### config.mk
export PLATFORM = sky130hd
export DESIGN_NAME = pad_charge_integrator_core_flat
export DESIGN_NICKNAME = d
export VERILOG_FILES = /design/src/hdl/pci_pkg.sv /design/src/hdl/pci_if.sv /design/src/hdl/pad_charge_integrator_core.sv /design/src/hdl/pci_front.sv /design/src/hdl/pci_queue.sv /design/src/hdl/pci_back.sv /design/src/flat_wrapper.sv
export SDC_FILE = /design/constraint.sdc
export NUM_CORES = 1
export LEC_CHECK = 0
export ABC_CLOCK_PERIOD_IN_PS = 12200
export BUFFER_PORTS_ARGS = -buffer_cell sky130_fd_sc_hd__buf_2
export CAP_MARGIN = 20
export CORE_MARGIN = 1.5
export CORE_UTILIZATION = 30
export DETAILED_ROUTE_END_ITERATION = 8
export PLACE_DENSITY = 0.49
export SYNTH_ARGS = -nofsm -noshare
export SYNTH_HDL_FRONTEND = slang
export SYNTH_SLANG_ARGS = --single-unit
### constraint.sdc
create_clock -name i_clk -period 12.2 [get_ports i_clk]
set_input_delay 2.44 -clock i_clk [delete_from_list [all_inputs] [get_ports i_clk]]
set_output_delay 2.44 -clock i_clk [all_outputs]
set_load 0.03 [all_outputs]
### src/hdl/pci_pkg.sv
// Shared types and constants of the pad charge integrator.
// No dependencies; every other file imports this package.
package pci_pkg;

    // Fixed field widths
    localparam int ACC_BITS       = 20;
    localparam int ROW_BITS       = 8;
    localparam int PAD_BITS       = 8;
    localparam int OFF_BITS       = 9;
    localparam int COL_BITS       = 10;
    localparam int WIN_BITS       = 10;
    localparam int COLOR_BITS     = 8;
    localparam int CFG_INDEX_BITS = 3;
    localparam int CFG_DATA_BITS  = 20;

    // Job queue between front and back
    localparam int QUEUE_DEPTH    = 4;
    localparam int QUEUE_PTR_BITS = 2;

    // Palette scaling: color_count * (level - threshold), quotient below 2^8
    localparam int QUO_BITS  = COLOR_BITS;
    localparam int STEP_BITS = 3;
    localparam int NUM_BITS  = ACC_BITS + COLOR_BITS;

    localparam logic [ACC_BITS-1:0] ACC_MAX = '1;

    // Configuration register indexes
    typedef enum logic [CFG_INDEX_BITS-1:0] {
        CFG_WINDOW_START    = 3'd0,
        CFG_WINDOW_END      = 3'd1,
        CFG_PEAK_MODE       = 3'd2,
        CFG_LEVEL_LIMIT     = 3'd3,
        CFG_LEVEL_THRESHOLD = 3'd4,
        CFG_COLOR_COUNT     = 3'd5
    } t_cfg_index;

    typedef struct packed {
        logic [WIN_BITS-1:0]   window_start;
        logic [WIN_BITS-1:0]   window_end;
        logic                  peak_mode;
        logic [ACC_BITS-1:0]   level_limit;
        logic [ACC_BITS-1:0]   level_threshold;
        logic [COLOR_BITS-1:0] color_count;
    } t_cfg;

    // One finished pad, handed from front to back
    typedef struct packed {
        logic [ROW_BITS-1:0] row;
        logic [COL_BITS-1:0] column;
        logic [ACC_BITS-1:0] acc;
    } t_job;

    typedef struct packed {
        logic full;
        logic empty;
    } t_queue_status;

    typedef enum logic [2:0] {
        B_IDLE,
        B_SCALE,
        B_DIVIDE,
        B_CAP,
        B_SEND
    } t_back_state;

endpackage

### src/hdl/pci_if.sv
// Valid/ready channels of the pad charge integrator: samples in, results out.
// Depends on pci_pkg for the fixed field widths.
interface pci_sample_if #(
    parameter int TIME_BITS  = 10,
    parameter int VALUE_BITS = 10
);
    import pci_pkg::*;

    logic                  valid;
    logic                  ready;
    logic [TIME_BITS-1:0]  time_bin;
    logic [PAD_BITS-1:0]   pad_index;
    logic [VALUE_BITS-1:0] sample_value;
    logic [ROW_BITS-1:0]   row_index;
    logic [OFF_BITS-1:0]   column_offset;
    logic                  pad_done;

    modport source (
        output valid, time_bin, pad_index, sample_value, row_index, column_offset, pad_done,
        input  ready
    );
    modport sink (
        input  valid, time_bin, pad_index, sample_value, row_index, column_offset, pad_done,
        output ready
    );
endinterface

interface pci_result_if;
    import pci_pkg::*;

    logic                  valid;
    logic                  ready;
    logic [ROW_BITS-1:0]   out_row;
    logic [COL_BITS-1:0]   out_column;
    logic [ACC_BITS-1:0]   pad_level;
    logic [COLOR_BITS-1:0] palette_index;

    modport source (
        output valid, out_row, out_column, pad_level, palette_index,
        input  ready
    );
    modport sink (
        input  valid, out_row, out_column, pad_level, palette_index,
        output ready
    );
endinterface

### src/hdl/pad_charge_integrator_core.sv
// Pad charge integrator: one sample accepted per cycle while the job queue has room.
// A pad whose level exceeds the threshold passes a clamp/compare, one multiply,
// 8 divider steps and a cap step before its result is offered. The back end takes
// no new pad until the last one is sent or dropped; a dropped pad skips the divider;
// the 4-entry job queue absorbs bursts of short pads.
// Synchronous active-low reset clears the accumulator, queue pointers, back-end state and registers.
module pad_charge_integrator_core #(
    parameter int VALUE_BITS = 10,
    parameter int TIME_BITS  = 10
) (
    input  logic                                i_clk,
    input  logic                                i_rst_n,
    input  logic                                i_cfg_we,
    input  logic [pci_pkg::CFG_INDEX_BITS-1:0]  i_cfg_index,
    input  logic [pci_pkg::CFG_DATA_BITS-1:0]   i_cfg_wdata,
    pci_sample_if.sink                          i_sample,
    pci_result_if.source                        o_result
);
    import pci_pkg::*;

    t_cfg          r_cfg;
    t_job          push_job;
    t_job          head_job;
    t_queue_status queue_status;
    logic          push;
    logic          pop;

    // Configuration registers
    always_ff @(posedge i_clk) begin
        if (!i_rst_n) begin
            r_cfg.window_start    <= WIN_BITS'(0);
            r_cfg.window_end      <= WIN_BITS'(1023);
            r_cfg.peak_mode       <= 1'b0;
            r_cfg.level_limit     <= ACC_BITS'(1023);
            r_cfg.level_threshold <= ACC_BITS'(0);
            r_cfg.color_count     <= COLOR_BITS'(50);
        end else if (i_cfg_we) begin
            unique case (t_cfg_index'(i_cfg_index))
                CFG_WINDOW_START:    r_cfg.window_start    <= i_cfg_wdata[WIN_BITS-1:0];
                CFG_WINDOW_END:      r_cfg.window_end      <= i_cfg_wdata[WIN_BITS-1:0];
                CFG_PEAK_MODE:       r_cfg.peak_mode       <= i_cfg_wdata[0];
                CFG_LEVEL_LIMIT:     r_cfg.level_limit     <= i_cfg_wdata[ACC_BITS-1:0];
                CFG_LEVEL_THRESHOLD: r_cfg.level_threshold <= i_cfg_wdata[ACC_BITS-1:0];
                CFG_COLOR_COUNT:     r_cfg.color_count     <= i_cfg_wdata[COLOR_BITS-1:0];
                default: begin
                end
            endcase
        end
    end

    pci_front #(
        .TIME_BITS  (TIME_BITS),
        .VALUE_BITS (VALUE_BITS)
    ) u_front (
        .i_clk    (i_clk),
        .i_rst_n  (i_rst_n),
        .i_cfg    (r_cfg),
        .i_sample (i_sample),
        .i_queue  (queue_status),
        .o_push   (push),
        .o_job    (push_job)
    );

    pci_queue u_queue (
        .i_clk    (i_clk),
        .i_rst_n  (i_rst_n),
        .i_push   (push),
        .i_job    (push_job),
        .i_pop    (pop),
        .o_job    (head_job),
        .o_status (queue_status)
    );

    pci_back u_back (
        .i_clk    (i_clk),
        .i_rst_n  (i_rst_n),
        .i_cfg    (r_cfg),
        .i_job    (head_job),
        .i_queue  (queue_status),
        .o_pop    (pop),
        .o_result (o_result)
    );

endmodule

### src/hdl/pci_front.sv
// Front end: accepts samples, keeps the pad accumulator, pushes finished pads.
// Depends on pci_pkg and pci_sample_if.
module pci_front #(
    parameter int TIME_BITS  = 10,
    parameter int VALUE_BITS = 10
) (
    input  logic                  i_clk,
    input  logic                  i_rst_n,
    input  pci_pkg::t_cfg         i_cfg,
    pci_sample_if.sink            i_sample,
    input  pci_pkg::t_queue_status i_queue,
    output logic                  o_push,
    output pci_pkg::t_job         o_job
);
    import pci_pkg::*;

    localparam int CMP_BITS = (TIME_BITS > WIN_BITS) ? TIME_BITS : WIN_BITS;

    logic [ACC_BITS-1:0]   r_acc;
    logic [ACC_BITS-1:0]   n_acc;
    logic [ACC_BITS-1:0]   acc_step;
    logic [CMP_BITS-1:0]   t_ext;
    logic [CMP_BITS-1:0]   start_ext;
    logic [CMP_BITS-1:0]   end_ext;
    logic                  in_window;
    logic                  half_edge;
    logic [VALUE_BITS-1:0] addend;
    logic [ACC_BITS:0]     sum;
    logic                  accept;

    assign i_sample.ready = !i_queue.full;
    assign accept         = i_sample.valid && !i_queue.full;

    // Window test; edge bins count half when the span is even
    assign t_ext     = CMP_BITS'(i_sample.time_bin);
    assign start_ext = CMP_BITS'(i_cfg.window_start);
    assign end_ext   = CMP_BITS'(i_cfg.window_end);
    assign in_window = (t_ext >= start_ext) && (t_ext <= end_ext);
    assign half_edge = (i_cfg.window_end[0] == i_cfg.window_start[0])
                       && ((t_ext == start_ext) || (t_ext == end_ext));
    assign addend    = half_edge ? (i_sample.sample_value >> 1) : i_sample.sample_value;
    assign sum       = {1'b0, r_acc} + (ACC_BITS+1)'(addend);

    // Fold the sample into the accumulator
    always_comb begin
        if (i_cfg.peak_mode) begin
            acc_step = (ACC_BITS'(i_sample.sample_value) > r_acc)
                       ? ACC_BITS'(i_sample.sample_value) : r_acc;
        end else if (in_window) begin
            acc_step = sum[ACC_BITS] ? ACC_MAX : sum[ACC_BITS-1:0];
        end else begin
            acc_step = r_acc;
        end
    end

    // Clear after the last sample of a pad
    always_comb begin
        n_acc = r_acc;
        if (accept) begin
            n_acc = i_sample.pad_done ? '0 : acc_step;
        end
    end

    always_ff @(posedge i_clk) begin
        if (!i_rst_n) begin
            r_acc <= '0;
        end else begin
            r_acc <= n_acc;
        end
    end

    // Hand the finished pad to the queue
    assign o_push        = accept && i_sample.pad_done;
    assign o_job.row     = i_sample.row_index;
    assign o_job.column  = COL_BITS'(i_sample.pad_index) + COL_BITS'(i_sample.column_offset);
    assign o_job.acc     = acc_step;

endmodule

### src/hdl/pci_queue.sv
// Short job queue that decouples the sample front end from the scaling back end.
// Depends on pci_pkg.
module pci_queue (
    input  logic                   i_clk,
    input  logic                   i_rst_n,
    input  logic                   i_push,
    input  pci_pkg::t_job          i_job,
    input  logic                   i_pop,
    output pci_pkg::t_job          o_job,
    output pci_pkg::t_queue_status o_status
);
    import pci_pkg::*;

    t_job                    r_mem [QUEUE_DEPTH];
    logic [QUEUE_PTR_BITS-1:0] r_wr_ptr;
    logic [QUEUE_PTR_BITS-1:0] r_rd_ptr;
    logic [QUEUE_PTR_BITS:0]   r_count;
    logic                      do_push;
    logic                      do_pop;

    assign o_status.full  = (r_count == (QUEUE_PTR_BITS+1)'(QUEUE_DEPTH));
    assign o_status.empty = (r_count == '0);
    assign do_push        = i_push && !o_status.full;
    assign do_pop         = i_pop && !o_status.empty;
    assign o_job          = r_mem[r_rd_ptr];

    // Store entries
    always_ff @(posedge i_clk) begin
        if (do_push) begin
            r_mem[r_wr_ptr] <= i_job;
        end
    end

    // Advance pointers and track fill level
    always_ff @(posedge i_clk) begin
        if (!i_rst_n) begin
            r_wr_ptr <= '0;
            r_rd_ptr <= '0;
            r_count  <= '0;
        end else begin
            if (do_push) begin
                r_wr_ptr <= r_wr_ptr + 1'b1;
            end
            if (do_pop) begin
                r_rd_ptr <= r_rd_ptr + 1'b1;
            end
            if (do_push && !do_pop) begin
                r_count <= r_count + 1'b1;
            end else if (do_pop && !do_push) begin
                r_count <= r_count - 1'b1;
            end
        end
    end

endmodule

### src/hdl/pci_back.sv
// Back end: clamps each pad level, drops it at or below threshold, else scales it
// to a palette index with a bit-serial divider. Depends on pci_pkg, pci_result_if.
module pci_back (
    input  logic                   i_clk,
    input  logic                   i_rst_n,
    input  pci_pkg::t_cfg          i_cfg,
    input  pci_pkg::t_job          i_job,
    input  pci_pkg::t_queue_status i_queue,
    output logic                   o_pop,
    pci_result_if.source           o_result
);
    import pci_pkg::*;

    t_back_state           r_state;
    t_back_state           n_state;
    logic [STEP_BITS-1:0]  r_step;
    logic [ROW_BITS-1:0]   r_row;
    logic [COL_BITS-1:0]   r_col;
    logic [ACC_BITS-1:0]   r_level;
    logic                  r_emit;
    logic [ACC_BITS-1:0]   r_den;
    logic [ACC_BITS-1:0]   r_rem;
    logic [QUO_BITS-1:0]   r_quo;
    logic [COLOR_BITS-1:0] r_pal;

    logic [ACC_BITS-1:0]   level;
    logic [NUM_BITS-1:0]   product;
    logic [ACC_BITS:0]     trial;
    logic [ACC_BITS:0]     diff;
    logic                  fits;

    // Clamp to the limit
    assign level   = (i_job.acc < i_cfg.level_limit) ? i_job.acc : i_cfg.level_limit;
    // Numerator; quotient never exceeds color_count since level <= limit
    assign product = NUM_BITS'(i_cfg.color_count)
                     * NUM_BITS'(r_level - i_cfg.level_threshold);
    // One restoring division step
    assign trial   = {r_rem, r_quo[QUO_BITS-1]};
    assign diff    = trial - {1'b0, r_den};
    assign fits    = (trial >= {1'b0, r_den});

    // Next state
    always_comb begin
        n_state = r_state;
        unique case (r_state)
            B_IDLE: begin
                if (!i_queue.empty) begin
                    n_state = B_SCALE;
                end
            end
            B_SCALE: begin
                n_state = r_emit ? B_DIVIDE : B_IDLE;
            end
            B_DIVIDE: begin
                if (r_step == STEP_BITS'(QUO_BITS - 1)) begin
                    n_state = B_CAP;
                end
            end
            B_CAP: begin
                n_state = B_SEND;
            end
            B_SEND: begin
                if (o_result.ready) begin
                    n_state = B_IDLE;
                end
            end
            default: begin
                n_state = B_IDLE;
            end
        endcase
    end

    // State outputs
    always_comb begin
        o_pop          = (r_state == B_IDLE) && !i_queue.empty;
        o_result.valid = (r_state == B_SEND);
    end

    always_ff @(posedge i_clk) begin
        if (!i_rst_n) begin
            r_state <= B_IDLE;
            r_step  <= '0;
        end else begin
            r_state <= n_state;
            if (r_state == B_DIVIDE) begin
                r_step <= r_step + 1'b1;
            end else begin
                r_step <= '0;
            end
        end
    end

    // Datapath
    always_ff @(posedge i_clk) begin
        unique case (r_state)
            B_IDLE: begin
                r_row   <= i_job.row;
                r_col   <= i_job.column;
                r_level <= level;
                r_emit  <= (level > i_cfg.level_threshold);
            end
            B_SCALE: begin
                r_den <= i_cfg.level_limit - i_cfg.level_threshold;
                r_rem <= product[NUM_BITS-1:QUO_BITS];
                r_quo <= product[QUO_BITS-1:0];
            end
            B_DIVIDE: begin
                r_rem <= fits ? diff[ACC_BITS-1:0] : trial[ACC_BITS-1:0];
                r_quo <= {r_quo[QUO_BITS-2:0], fits};
            end
            B_CAP: begin
                // Top of the scale maps to the last palette entry
                if ((i_cfg.color_count != '0) && (r_quo >= i_cfg.color_count)) begin
                    r_pal <= i_cfg.color_count - 1'b1;
                end else begin
                    r_pal <= r_quo;
                end
            end
            default: begin
            end
        endcase
    end

    assign o_result.out_row       = r_row;
    assign o_result.out_column    = r_col;
    assign o_result.pad_level     = r_level;
    assign o_result.palette_index = r_pal;

endmodule

### src/flat_wrapper.sv
// flat-port wrapper written by rule: the top's interface ports become plain ports
module pad_charge_integrator_core_flat import pci_pkg::*;
#(
    parameter int VALUE_BITS = 10,
    parameter int TIME_BITS  = 10
)
  (i_clk, i_rst_n, i_cfg_we, i_cfg_index, i_cfg_wdata, i_sample_valid, i_sample_time_bin, i_sample_pad_index, i_sample_sample_value, i_sample_row_index, i_sample_column_offset, i_sample_pad_done, i_sample_ready, o_result_valid, o_result_out_row, o_result_out_column, o_result_pad_level, o_result_palette_index, o_result_ready);
  pci_sample_if #(.TIME_BITS(TIME_BITS), .VALUE_BITS(VALUE_BITS)) i_sample_i ();
  pci_result_if o_result_i ();
  input  logic i_clk;
  input  logic i_rst_n;
  input  logic i_cfg_we;
  input  logic [pci_pkg::CFG_INDEX_BITS-1:0] i_cfg_index;
  input  logic [pci_pkg::CFG_DATA_BITS-1:0] i_cfg_wdata;
  input wire logic [$bits(i_sample_i.valid)-1:0] i_sample_valid;
  input wire logic [$bits(i_sample_i.time_bin)-1:0] i_sample_time_bin;
  input wire logic [$bits(i_sample_i.pad_index)-1:0] i_sample_pad_index;
  input wire logic [$bits(i_sample_i.sample_value)-1:0] i_sample_sample_value;
  input wire logic [$bits(i_sample_i.row_index)-1:0] i_sample_row_index;
  input wire logic [$bits(i_sample_i.column_offset)-1:0] i_sample_column_offset;
  input wire logic [$bits(i_sample_i.pad_done)-1:0] i_sample_pad_done;
  output wire logic [$bits(i_sample_i.ready)-1:0] i_sample_ready;
  output wire logic [$bits(o_result_i.valid)-1:0] o_result_valid;
  output wire logic [$bits(o_result_i.out_row)-1:0] o_result_out_row;
  output wire logic [$bits(o_result_i.out_column)-1:0] o_result_out_column;
  output wire logic [$bits(o_result_i.pad_level)-1:0] o_result_pad_level;
  output wire logic [$bits(o_result_i.palette_index)-1:0] o_result_palette_index;
  input wire logic [$bits(o_result_i.ready)-1:0] o_result_ready;
  assign i_sample_i.valid = i_sample_valid;
  assign i_sample_i.time_bin = i_sample_time_bin;
  assign i_sample_i.pad_index = i_sample_pad_index;
  assign i_sample_i.sample_value = i_sample_sample_value;
  assign i_sample_i.row_index = i_sample_row_index;
  assign i_sample_i.column_offset = i_sample_column_offset;
  assign i_sample_i.pad_done = i_sample_pad_done;
  assign i_sample_ready = i_sample_i.ready;
  assign o_result_valid = o_result_i.valid;
  assign o_result_out_row = o_result_i.out_row;
  assign o_result_out_column = o_result_i.out_column;
  assign o_result_pad_level = o_result_i.pad_level;
  assign o_result_palette_index = o_result_i.palette_index;
  assign o_result_i.ready = o_result_ready;
  pad_charge_integrator_core #(.VALUE_BITS(VALUE_BITS), .TIME_BITS(TIME_BITS)) u_core (.i_clk(i_clk), .i_rst_n(i_rst_n), .i_cfg_we(i_cfg_we), .i_cfg_index(i_cfg_index), .i_cfg_wdata(i_cfg_wdata), .i_sample(i_sample_i), .o_result(o_result_i));
endmodule
---- Yosys cells after proc, flatten, opt, wreduce, memory -nomap -nowiden ----
Memory sizes are Yosys's and may differ from the RTL's. A register that Yosys moved wholly into a read port is not among the register bits.
Cells that the tools add are included.
storage, ports and cells
  register bits ........................... 197
  bits in latches ......................... 0
  bits in writable memories ............... 152
  bits in read-only memories .............. 0
  logic and storage cells ................. 108
  memories ................................ 1
cells by class
  add/sub/neg operators ................... 11
  $mul .................................... 1
  divide/modulo/power cells ............... 0
  $lt $le $gt $ge ......................... 7
  equality and inequality tests ........... 17
  shifts and indexed selects .............. 0
  muxes and demuxes ....................... 22
  bitwise logic cells ..................... 0
  reductions and logical operators ........ 29
memory list
  memory                words  width  read ports  clocked after Yosys merged registers in  write ports  line             source
  u_core.u_queue.r_mem  4      38     1           1                                        1            pci_queue.sv:14  t_job r_mem [QUEUE_DEPTH];
operators by type and width
  kind                                            count
  2-to-1 mux 20 bit                               7
  case mux 20 bit (2 select lines)                1
  subtractor 20 bit                               2
  multiplier 9 x 21 -> 28 bit                     1
  adder 20 x 10 -> 21 bit                         1
  greater-or-equal comparator 21 x 20 -> 1 bit    1
  subtractor 20 x 20 -> 21 bit                    1
  == test 10 bit                                  2
  > comparator 10 x 20 -> 1 bit                   1
  > comparator 20 bit                             1
  < comparator 20 bit                             1
  case mux 8 bit (2 select lines)                 1
  == test 3 bit (second input constant)           5
  2-to-1 mux 3 bit                                5
  case mux 3 bit (5 select lines)                 1
  AND reduction 2 bit                             7
  == test 3 x 2 -> 1 bit (second input constant)  4
  adder 8 x 9 -> 10 bit                           1
  greater-or-equal comparator 10 bit              1
  <= comparator 10 bit                            1
  logical AND 1 bit                               10
  2-to-1 mux 10 bit                               1
  logical NOT 3 bit                               3
  greater-or-equal comparator 8 bit               1
  other kinds (16)                                27

---- Longest topological paths before layout ----
  depth after elaboration ................. 9
  depth in mapped cells ................... 31
  mapped depth without buffers ............ 29

---- Cells and area by module ----
A second synthesis with hierarchy kept.
second synthesis, totals
  cells, all modules ...................... 2392
  area, all modules ....................... 25394.4 um^2
by module, submodules not included
  module                      times used  cells an instance  area an instance (um^2)  sequential area each (um^2)
  pci_back                    1           1472               13608.1                  2972.9
  pci_queue                   1           246                5980.7                   4744.6
  pci_front                   1           410                3111.7                   400.4
  pad_charge_integrator_core  1           264                2693.8                   1381.3

---- Least setup slack after synthesis ----
OpenSTA, ideal clock, no wires.
  kind .................................... flip-flop to flip-flop
  start point ............................. register u_core.u_back.r_level[0] (netlist: u_core.u_back.o_result.pad_level[0])
  end point ............................... register u_core.u_back.r_rem[18] (data pin)
  library setup time ...................... 0.272 ns
  data arrival time ....................... 6.805 ns
  required time ........................... 11.928 ns
  setup slack ............................. 5.123 ns
  cell stages (with the launch flop) ...... 28
  buffers on the path ..................... 0
  clock period less this slack ............ 7.077 ns
  cells stage by stage .................... edfxtp_1 -> inv_1 -> ha_1 -> fa_1 -> nor2b_1 -> o2111ai_1 -> nand3_1 -> a41o_1 -> a21o_1 -> a21o_1 -> mux2i_1 -> nand2_1 -> nand2_1 -> fa_1 -> inv_1 -> fa_1 -> fa_1 -> inv_1 -> fa_1 -> inv_1 -> ha_1 -> a2111oi_0 -> a21oi_1 -> a2111o_1 -> o31a_1 -> o31a_1 -> a2111oi_0 -> a21oi_1
between the ends
  longest elaborated chain between the ends .. 3
RTL lines
  what                              line             source
  from (decl)                       pci_back.sv:19   logic [ACC_BITS-1:0] r_level;
  from (signal assigned)            pci_back.sv:99   r_level <= level;
  subtractor 20 x 20 -> 21 bit      pci_back.sv:36   * NUM_BITS'(r_level - i_cfg.level_threshold);
  multiplier 9 x 21 -> 28 bit       pci_back.sv:36
  case mux 20 bit (2 select lines)  pci_back.sv:95   unique case (r_state)
  to (signal assigned)              pci_back.sv:104  r_rem <= product[NUM_BITS-1:QUO_BITS];
  to (signal assigned)              pci_back.sv:108  r_rem <= fits ? diff[ACC_BITS-1:0] : trial[ACC_BITS-1:0];
  to (decl)                         pci_back.sv:22   logic [ACC_BITS-1:0] r_rem;
No other way between the ends.
A chain may end at the register's enable or synchronous reset.

---- Worst setup path in the final report ----
Same ends and word-level chain as after synthesis.

==> impl_metrics.json <==
{
  "drt-pass1-iter-count": 5,
  "ys_warn_count": 0,
  "dieArea_mm2": 0.0861,
  "pin_count": 122,
  "detail_route.iter0.violations": 997,
  "clkSinkCount": 351,
  "avgViaCountPerCell": 4.99,
  "rows": 106,
  "crit_required_ns": 12.53,
  "nFillCells": 8456,
  "cts_setup_buffers": 0,
  "wl_per_cell_um": 18.6,
  "critPathKind": "reg -> reg",
  "max_slew_margin_pct": 32.8,
  "root_buffer": "clkbuf_16",
  "multi_input_area_mm2": 0.0143,
  "postLayoutCellArea_mm2": 0.0288,
  "avgSynthCellArea_um2": 10.3,
  "dr_total_vias": 18400,
  "drcViolationCount": 0,
  "grt_pass1_wl_um": 107000,
  "ff_latch_area_mm2": 0.00950,
  "syn_inst": 2466,
  "clk_path_buf_depth": 3,
  "synth.ff_latch_count": 351,
  "nets": 3001,
  "grt_use_total_pct": 15.9,
  "hold_violations": 0,
  "clock.fmax_ghz": 0.128,
  "core_mm2": 0.0836,
  "clk_latency_ns": 0.60,
  "drt_wl_total_um": 68500,
  "place_area_mm2": 0.0271,
  "seq_area_frac_synth_pct": 37.6,
  "min_from": "u_core.u_back.r_step[0]",
  "ctsResizeCount": 0,
  "worstHoldEndpoint": "u_core.u_back.r_step[0]",
  "final-setup-viol-count": 0,
  "path_clk_slew_ns": 0.06,
  "startpoint": "u_core.u_back.o_result.pad_level[0]",
  "cpLargestDelayFamily": "adder cells",
  "crit_path_start_kind": "flop",
  "dp_hpwl_um": 51100,
  "skew_ns": 0.0284,
  "hold_buffers": 0,
  "path_buf_inv": 4,
  "final-max-slew-violation-count": 0,
  "synth_nets": 2891,
  "grt_pass1_vias": 19100,
  "die_height_um": 293,
  "endpoint_kind": "flop",
  "finalWorstSetupSlack_ns": 4.38,
  "hp-class": "reg -> reg",
  "start_util_pct": 30.3,
  "dieWidth_um": 293,
  "cts_tree": "yes",
  "holdPathStages": 1,
  "drive_above_1_share_pct": 13.1,
  "period_share_pct": 64.1,
  "area_delta_synth_final_pct": 13.7,
  "maxCapViolations": 0,
  "async_flop_share_pct": 0,
  "tightestPinTransition_ns": 0.982,
  "synth_cell_types": 77,
  "setup_tns_ns": 0,
  "htreeDepth": 2,
  "r2r_slack_ns": 4.38,
  "rsz0062_at_grt": "false",
  "preCtsSetupSlack_ns": 4.41,
  "syn_area_mm2": 0.0253,
  "worstPathMaxFanout": 6,
  "synth_edf_count": 247,
  "cts_buffers": 44,
  "numPortBuffers": 121,
  "status": "finished, final reports clean",
  "critPathMostFrequentCell": "fa_1",
  "r2r-end": "u_core.u_back.r_rem[18]",
  "max_stage_delay_ns": 0.59,
  "r2r_cells": 27,
  "grt_max_degree": 89,
  "finalWeightedCongestion": 0.864,
  "synth_ff_type": "edfxtp_1",
  "crit_arrival_ns": 8.15,
  "fin_crit_ns": 7.82,
  "antenna_found_initial": 1,
  "post-route-util_pct": 34.4,
  "cpMaxStageDelayCell": "mux2i_1",
  "reg2reg_from": "u_core.u_back.o_result.pad_level[0]",
  "gr-total-overflow": 0,
  "ant_nets": 0
}
==> cell type report <==
cell class,count,area share [%]
tap,1080,4.70
antenna,2,0.0174
clock inverter,29,1.31
sequential,351,33.0
multi-input combinational,1721,49.8
timing repair buffer,151,2.89
inverter,307,4.01
clock buffer,53,4.20
==> logic make-up after synthesis <==
family	synth area share (%)
xor+xnor	3.12
fa+ha+maj	21.3
simple gates	12.7
compound gates	13.2
flops	37.6
buf+inv	5.96
mux	6.15
==> cell usage in the layout, fill, tap and decap left out, types with 9 or more instances in the layout <==
cell type  Yosys  routed
mux2_2        46      46
a31oi_1       22      22
xnor2_1       59      59
nand2b_1      42      41
nand4_1       24      24
a221o_1        9       9
a21o_1        42      42
ha_1         218     218
a21oi_1      125     125
clkbuf_16      0      46
nand2_1      274     274
buf_2         14     122
fa_1         133     133
nor2b_1       27      27
clkinv_2       0      13
and3_1        24      20
nor2_1       106     104
mux4_2        38      38
a21boi_0      52      52
edfxtp_1     247     247
and2_1        79      79
xor2_1        31      31
o21ai_0       94      94
inv_1        302     302
nor3_1        34      32
mux2i_1       17      17
o21a_1        30      30
dfxtp_1      104     102
buf_4          1      28
o22ai_1       10       9
or3_1         12      12
o211ai_1      35      35
nand3_1       19      19
==> sequential cells by signal (all words and copies together) (netlist names), named ones only <==
signal	flops
u_core.u_back.r_step	3
u_core.u_front.r_acc	20
u_core.u_queue.r_count	3
u_core.u_back.o_result.palette_index	8
u_core.u_back.r_quo	8
u_core.u_queue.r_wr_ptr	2
u_core.u_back.o_result.out_row	8
u_core.u_back.r_den	20
u_core.u_back.o_result.out_column	10
u_core.u_queue.r_rd_ptr	2
u_core.u_back.r_emit	1
u_core.u_back.r_rem	20
u_core.u_back.r_state	3
u_core.u_back.o_result.pad_level	20
u_core.r_cfg	69
u_core.u_queue.r_mem	152
==> through the flow <==
step                std cells  hold slack, ns
finish                   3694           0.426
global route             3692           0.452
CTS                      3690           0.427
detailed placement       3608           0.419
global placement         3607           0.406
floorplan                2466           0.397
==> per-layer routing <==
metal  track usage (%)  vias to the layer above  part of all wire, %
met5                 0                        -                0.019
met4              4.49                        2                  2.4
met2              27.8                      333                   49
li1                  -                     8861                    -
met3              2.31                      101                  3.8
met1              20.3                     9132                   44
==> worst max path at each step <==
stage | depth (start not counted) | endpoint
5_1_grt | 25 | u_core.u_back.r_rem[18]
3_3_place_gp | 27 | u_core.u_back.r_rem[18]
4_1_cts | 25 | u_core.u_back.r_rem[18]
6_report | 27 | u_core.u_back.r_rem[18]
3_5_place_dp | 25 | u_core.u_back.r_rem[18]
2_1_floorplan | 27 | u_core.u_back.r_rem[18]
==> cells in the mapped netlist (12+ instances only) <==
library cell	instances	share of area [%]
and3_1	24	0.59
and2_1	79	2.0
nand3_1	19	0.38
o21a_1	30	0.89
o21ai_0	94	1.9
a31oi_1	22	0.54
xor2_1	31	1.1
nand2b_1	42	1.0
a21oi_1	125	2.5
dfxtp_1	104	8.2
or3_1	12	0.30
buf_2	14	0.28
inv_1	302	4.5
o211ai_1	35	1.0
nor3_1	34	0.67
nand4_1	24	0.59
nor2_1	106	1.6
mux4_2	38	3.4
edfxtp_1	247	29
a21o_1	42	1.2
a21boi_0	52	1.5
xnor2_1	59	2.0
nand2_1	274	4.1
nor2b_1	27	0.67
mux2_2	46	2.0
ha_1	218	11
mux2i_1	17	0.67
fa_1	133	11
clkbuf_1	68	1.0
Power is left out: the tool's default activity adds up to more than one toggle a clock period on the data nets, which glitch-free logic cannot reach.
